$ cat config.mk
export PLATFORM = sky130hd
export DESIGN_NAME = mi44_div
export DESIGN_NICKNAME = d
export VERILOG_FILES = /design/src/rtl/core/mi44_pkg.sv /design/src/rtl/core/mi44_div.sv
export SDC_FILE = /design/constraint.sdc
export NUM_CORES = 1
export LEC_CHECK = 0
export BUFFER_PORTS_ARGS = -buffer_cell sky130_fd_sc_hd__buf_2
export CAP_MARGIN = 20
export CORE_AREA = 2 2 239 241
export DETAILED_ROUTE_END_ITERATION = 10
export DIE_AREA = 0 0 241 243
export PLACE_DENSITY = 0.78
export SLEW_MARGIN = 20
export SYNTH_ARGS = -nofsm -noshare
export SYNTH_HDL_FRONTEND = slang
export SYNTH_SLANG_ARGS = --single-unit
$ cat constraint.sdc
create_clock -name clk -period 7.1 [get_ports clk]
set_input_delay 1.065 -clock clk [delete_from_list [all_inputs] [get_ports clk]]
set_output_delay 1.065 -clock clk [all_outputs]
set_load 0.005 [all_outputs]
$ cat src/rtl/core/mi44_pkg.sv
package mi44_pkg;

	localparam int ELEM_W = 32;
	localparam int N_ELEM = 16;
	localparam int IDX_W  = 4;
	localparam int THR_W  = 31;
	localparam int MIN_W  = 98;
	localparam int DET_W  = 131;
	localparam int NUM_W  = 192;

	typedef enum logic [3:0] {
		ST_LOAD,
		ST_MRD,
		ST_MMUL,
		ST_MWAIT,
		ST_DRD,
		ST_DMUL,
		ST_DWAIT,
		ST_CHECK,
		ST_DIVSET,
		ST_DIV,
		ST_EMIT
	} mi44_state_t;

	typedef struct packed {
		logic        start;
		logic [3:0]  k;
	} mi44_div_req_t;

	typedef struct packed {
		logic        busy;
		logic        done;
	} mi44_div_stat_t;

	function automatic logic [IDX_W-1:0] minor_addr(input logic [3:0] k, input logic [3:0] e);
		logic [1:0] rr, cc, r, c;
		logic [1:0] er, ec;
		begin
			rr = k[3:2];
			cc = k[1:0];
			er = (e >= 4'd6) ? 2'd2 : ((e >= 4'd3) ? 2'd1 : 2'd0);
			ec = 2'(e - 4'({er, 1'b0}) - 4'(er));
			r  = (er >= rr) ? 2'(er + 2'd1) : er;
			c  = (ec >= cc) ? 2'(ec + 2'd1) : ec;
			return {r, c};
		end
	endfunction

endpackage

$ cat src/rtl/core/mi44_div.sv
module mi44_div (
	input  logic                        clk,
	input  logic                        arst_n,
	input  mi44_pkg::mi44_div_req_t     req,
	input  logic [mi44_pkg::NUM_W-1:0]  num,
	input  logic [mi44_pkg::DET_W:0]    den,
	output mi44_pkg::mi44_div_stat_t    stat,
	output logic [mi44_pkg::NUM_W-1:0]  quot
);
	import mi44_pkg::*;

	logic [NUM_W-1:0] n_q;
	logic [DET_W+1:0] rem_q;
	logic [7:0]       cnt_q;
	logic             busy_q, done_q;
	logic [DET_W+1:0] sh;
	logic [DET_W+1:0] df;

	assign sh = {rem_q[DET_W:0], n_q[NUM_W-1]};
	assign df = sh - {1'b0, den};

	always_ff @(posedge clk or negedge arst_n) begin
		if (!arst_n) begin
			busy_q <= 1'b0;
			done_q <= 1'b0;
			cnt_q  <= '0;
		end else begin
			done_q <= 1'b0;
			if (req.start) begin
				busy_q <= 1'b1;
				cnt_q  <= 8'(NUM_W - 1);
			end else if (busy_q) begin
				cnt_q <= cnt_q - 8'd1;
				if (cnt_q == '0) begin
					busy_q <= 1'b0;
					done_q <= 1'b1;
				end
			end
		end
	end

	always_ff @(posedge clk) begin
		if (req.start) begin
			n_q   <= num;
			rem_q <= '0;
			quot  <= '0;
		end else if (busy_q) begin
			n_q <= {n_q[NUM_W-2:0], 1'b0};
			if (!df[DET_W+1]) begin
				rem_q <= df;
				quot  <= {quot[NUM_W-2:0], 1'b1};
			end else begin
				rem_q <= sh;
				quot  <= {quot[NUM_W-2:0], 1'b0};
			end
		end
	end

	assign stat.busy = busy_q;
	assign stat.done = done_q;
endmodule

* Word level (Yosys, flattened, before mapping)
Cells that the tools add are included.
** Storage, ports and cells
- Register bits after elaboration :: 526
- Word-level logic and storage cells :: 22
** Operators by class
- Add/sub/neg operators :: 2
- Multiplexer cells :: 12
- Reduce and logical (&&, ||, !) cells :: 2
** Operators with widths (count)
- 2-to-1 mux 192 bit :: 2
- subtractor 133 x 132 -> 133 bit :: 1
- 2-to-1 mux 132 bit :: 1
- 2-to-1 mux 8 bit :: 2
- logical NOT 8 bit :: 1
- subtractor 8 x 1 -> 8 bit (second input constant) :: 1
- 2-to-1 mux 1 bit :: 7
- nonzero test 2 bit :: 1

* Longest topological paths before layout
- Depth in word-level cells :: 4
- Depth in mapped cells :: 19
- Depth with buffers taken out :: 16

* Worst setup path before layout
Ideal clock, no wire load.
- Path type :: input-to-reg
- Start point :: input req[4] (netlist bit)
- End point :: register n_q[0], enable pin
- Arrival :: 5.701 ns
- Data required time :: 6.557 ns
- Slack :: 0.856 ns
- Stages on the path :: 5
- Cell sequence :: clkbuf_1 > clkbuf_1 > clkbuf_1 > nor2_1 > inv_1
** Between the ends
- Cells in the longest elaborated chain, start to end :: 1
** RTL lines
- start: declaration :: RTL line mi44_div.sv:4 : input mi44_pkg::mi44_div_req_t req,
- nonzero test 2 bit (no source line)
- end signal: assignment :: RTL line mi44_div.sv:44 : n_q <= num;
- end signal: assignment :: RTL line mi44_div.sv:48 : n_q <= {n_q[NUM_W-2:0], 1'b0};
- end: declaration :: RTL line mi44_div.sv:12 : logic [NUM_W-1:0] n_q;
Every way passes these cells.
A chain may end at the register's enable or synchronous reset.

* Worst setup path after layout
- Start point :: input den[0] (netlist bit)
- End point :: register rem_q[33]
** Between the ends
- Cells in the longest elaborated chain, start to end :: 2
** RTL lines
- start: declaration :: RTL line mi44_div.sv:6 : input logic [mi44_pkg::DET_W:0] den,
- subtractor 133 x 132 -> 133 bit :: RTL line mi44_div.sv:20 : assign df = sh - {1'b0, den};
- 2-to-1 mux 132 bit :: RTL line mi44_div.sv:49 : if (!df[DET_W+1]) begin
- end signal: assignment :: RTL line mi44_div.sv:53 : rem_q <= sh;
- end: declaration :: RTL line mi44_div.sv:13 : logic [DET_W+1:0] rem_q;
Every way passes these cells.

==> flow_summary.ini <==
[worst_setup_path]
critPathLaunch = den[0]
criticalPathCategory = in2reg
r2r_start = n_q[191]$_DFFE_PP_
path_max_fanout = 43
critPathLaunchType = input pin
crit_required_ns = 7.62
critPathCaptureType = flip-flop
reg2regPathDepth = 17
reg2reg_slack_ns = 1.63
crit_arrival_ns = 6.08

[yosys]
yosysTopAreaCell = dfxtp_1
synthArstFlopShare_pct = 1.901
synthCells = 3374
syn-num-nets = 3840
yosys_warnings = 0
syn_area_per_cell_sq_um = 9.008
ys_seq_elements = 526
synth_edf_count = 192
ys_types = 83
yosys-top-cells-area = dfxtp_1 21%, edfxtp_1 19%, mux2_2 7.1%
synthFlopType = dfxtp_1
synth.top_cell.area_share_pct = 21.34
yosysSeqAreaShare_pct = 41.14
syn_area_sq_um = 30390

[global_routing]
antenna_found_initial = 31
overflow = 0
grt_max_degree = 114
grt_pass1_vias = 25389
grt_pass1_wl_mm = 138.2
grtUsageTotal_pct = 29.68

[floorplanning]
die_x_um = 241
start_util_pct = 54.32
rows = 87
die-height_um = 243
core_area_sq_um = 55950
ioPinCount = 525
dieArea_sq_um = 58560

[clock_tree]
clkLatencyLatePin_ns = 0.64
cts_setup_buffers = 0
clkSlewWorstSetupHoldPaths_ns = 0.07
cts_root_buffer = clkbuf_16
ctsHoldBuffers = 0
cts_tree = built
cts_resized = 0
numClockSinks = 526
cts-buffers-inserted = 56
htree_levels = 2
cts.path.max_buffers = 3

[pwr]
powerDensity_nw_per_um2 = 192.6
peakVddDrop_v = 0.0002272
power_leakage_nw = 16.34

[placed_design]
place_ws_ns = 0.9735
place_area_sq_um = 33340
dpl.hpwl_mm = 66.61
numPortBuffers = 520
gp_congestion = 0.9761

[detailed_routing]
antenna_left = 0
wl_per_cell_um = 19.55
vias = 26651
vias_per_cell = 5.816
dr.pass1.iters = 7
remaining_drc_errors = 0
routed_wl_mm = 89.60
drt_iter0_drc = 1938

[sta]
rsz0062_at_grt = false
finalCritPeriodShare_pct = 78.41
setup_viol = 0
setup_slack_ns = 1.533
finalHoldViolCount = 0
slew_headroom_pct = 25.54
period_needed_ns = 5.567
max_freq_mhz = 179.6
worst_slew_pin_slew_ns = 1.117
final_max_slew_viol_count = 0
finalClockSkew_ns = 0.05705
tns_ns = 0

[run]
drv_cap = 0

[final_layout]
design_area_sq_um = 35280
layout.nets = 4226
multi_input_area_sq_um = 16400
fill_cells = 4741
seq_area_sq_um = 12510
syn_to_final_growth_pct = 16.08
drive_gt1_share_pct = 22.48

[worst_hold_path]
hp-class = in2async

[outcome]
status = finished, final reports clean
## critical path, cell delays in order
cell and delay [ns]:
buf_2 0.10, ha_1 0.20, inv_1 0.06, fa_1 0.20, a21oi_1 0.09, nor3b_1 0.33, o211ai_1 0.21, o211ai_1 0.41
a31oi_1 0.32, a21oi_1 0.41, o21ai_1 0.15, a21oi_1 0.36, o211a_1 0.73, or2_4 0.65, buf_4 0.37, nand2_1 0.11
a311oi_1 0.28
## cell type report
cell class	instances	area share, %
multi-input cells	2458	46.49
flip-flops and latches	526	35.45
repair buffers	543	8.022
clock buffers	76	4.391
well taps	756	2.681
inverters	175	1.876
clock inverters	29	0.9575
diodes	19	0.1348
## power by group
group          switching [W]  internal (W)  leakage (nW)  total [W]
Clock                0.00128       0.00170         0.912    0.00298
Combinational       0.000275      0.000245          10.7   0.000519
Sequential         0.0000391       0.00325          4.75    0.00329
Total                0.00160       0.00520          16.3    0.00679
## synthesized netlist by cell type, types with 8 or more instances
| library cell | count |
|---|---|
| nor2_1 | 432 |
| nand2_1 | 363 |
| dfxtp_1 | 324 |
| a21oi_1 | 254 |
| mux2i_1 | 208 |
| edfxtp_1 | 192 |
| mux2_2 | 191 |
| inv_1 | 175 |
| clkbuf_1 | 172 |
| o21ai_0 | 144 |
| ha_1 | 134 |
| a311oi_1 | 85 |
| xnor2_1 | 76 |
| nand4_1 | 71 |
| nor3_1 | 55 |
| xor2_1 | 51 |
| a211oi_1 | 49 |
| a21o_1 | 44 |
| o21bai_1 | 34 |
| nand3_1 | 26 |
| buf_1 | 20 |
| a31oi_1 | 19 |
| buf_2 | 18 |
| and3_1 | 17 |
| nand2b_1 | 16 |
| o21a_1 | 16 |
| and2_1 | 11 |
| nor2b_1 | 11 |
| or3_1 | 11 |
| dfrtp_1 | 10 |
| nor4_1 | 9 |
| o31ai_1 | 8 |
## state kept, by name (all words and copies together) (netlist names)
register / count
done_q: 1
n_q: 192
cnt_q: 8
quot: 192
rem_q: 132
busy_q: 1
## final timing paths
path | endpoint
setup / recovery | rem_q[33]$_SDFFE_PP0P_
min in group clk | rem_q[123]$_SDFFE_PP0P_
max in group asynchronous | busy_q$_DFF_PN0_
hold reg to reg | rem_q[123]$_SDFFE_PP0P_
hold / removal | cnt_q[5]$_DFFE_PN0P_
setup reg to reg | rem_q[33]$_SDFFE_PP0P_
## kinds of logic (layout without fill, tap and decap cells)
family          count (synthesis)  count (layout)  synth area share, %
mux                           399             399                13.93
simple gates                 1056            1056                15.02
other cells                     0              19                    0
compound gates                741             741                15.73
xor+xnor                      127             127                3.660
buf+inv                       390             823                4.944
flops                         526             526                41.14
fa+ha+maj                     135             135                5.583
## through the flow
stage / utilization, % / hold slack [ns] / power [W] / instances
after CTS: 62.96 / 0.2606 / 0.006838 / 4563
after detailed placement: 59.58 / 0.4819 / 0.003870 / 4458
after global placement: 59.58 / 0.4760 / 0.003852 / 4458
final: 63.06 / 0.2813 / 0.006794 / 4582
after global routing: 63.05 / 0.2815 / 0.007011 / 4581
after floorplan: - / 0.4506 / 0.003685 / 3374
## per-layer routing
metal  up-vias  wire, um  global-route usage (%)
met3       214      6813                   6.630
met2       940     41940                   48.80
li1      12865         -                       -
met5         -       115                       0
met1     12612     37180                   37.75
met4        20      3546                   11.66
## placed cells by master, fill, tap and decap left out, types with 8 or more instances in the layout
cell and instances:
and3_1 17, dfrtp_1 9, ha_1 134, or3_1 11, dfxtp_1 324, inv_1 174, a31oi_1 19, xor2_1 51
o31ai_1 8, a21oi_1 254, and2_1 11, o21ai_0 144, clkinv_2 11, nor2_1 432, nor4_1 9, clkbuf_1 15
nor3_1 55, nand2_1 363, o21a_1 16, clkbuf_16 58, nand3_1 26, buf_4 18, nor2b_1 11, mux2i_1 208
buf_2 519, o21bai_1 34, xnor2_1 76, edfxtp_1 192, nand2b_1 16, a211oi_1 49, a21o_1 44, mux2_2 191
a311oi_1 85, diode_2 19, nand4_1 71
Power figures use the tool's default switching activity.
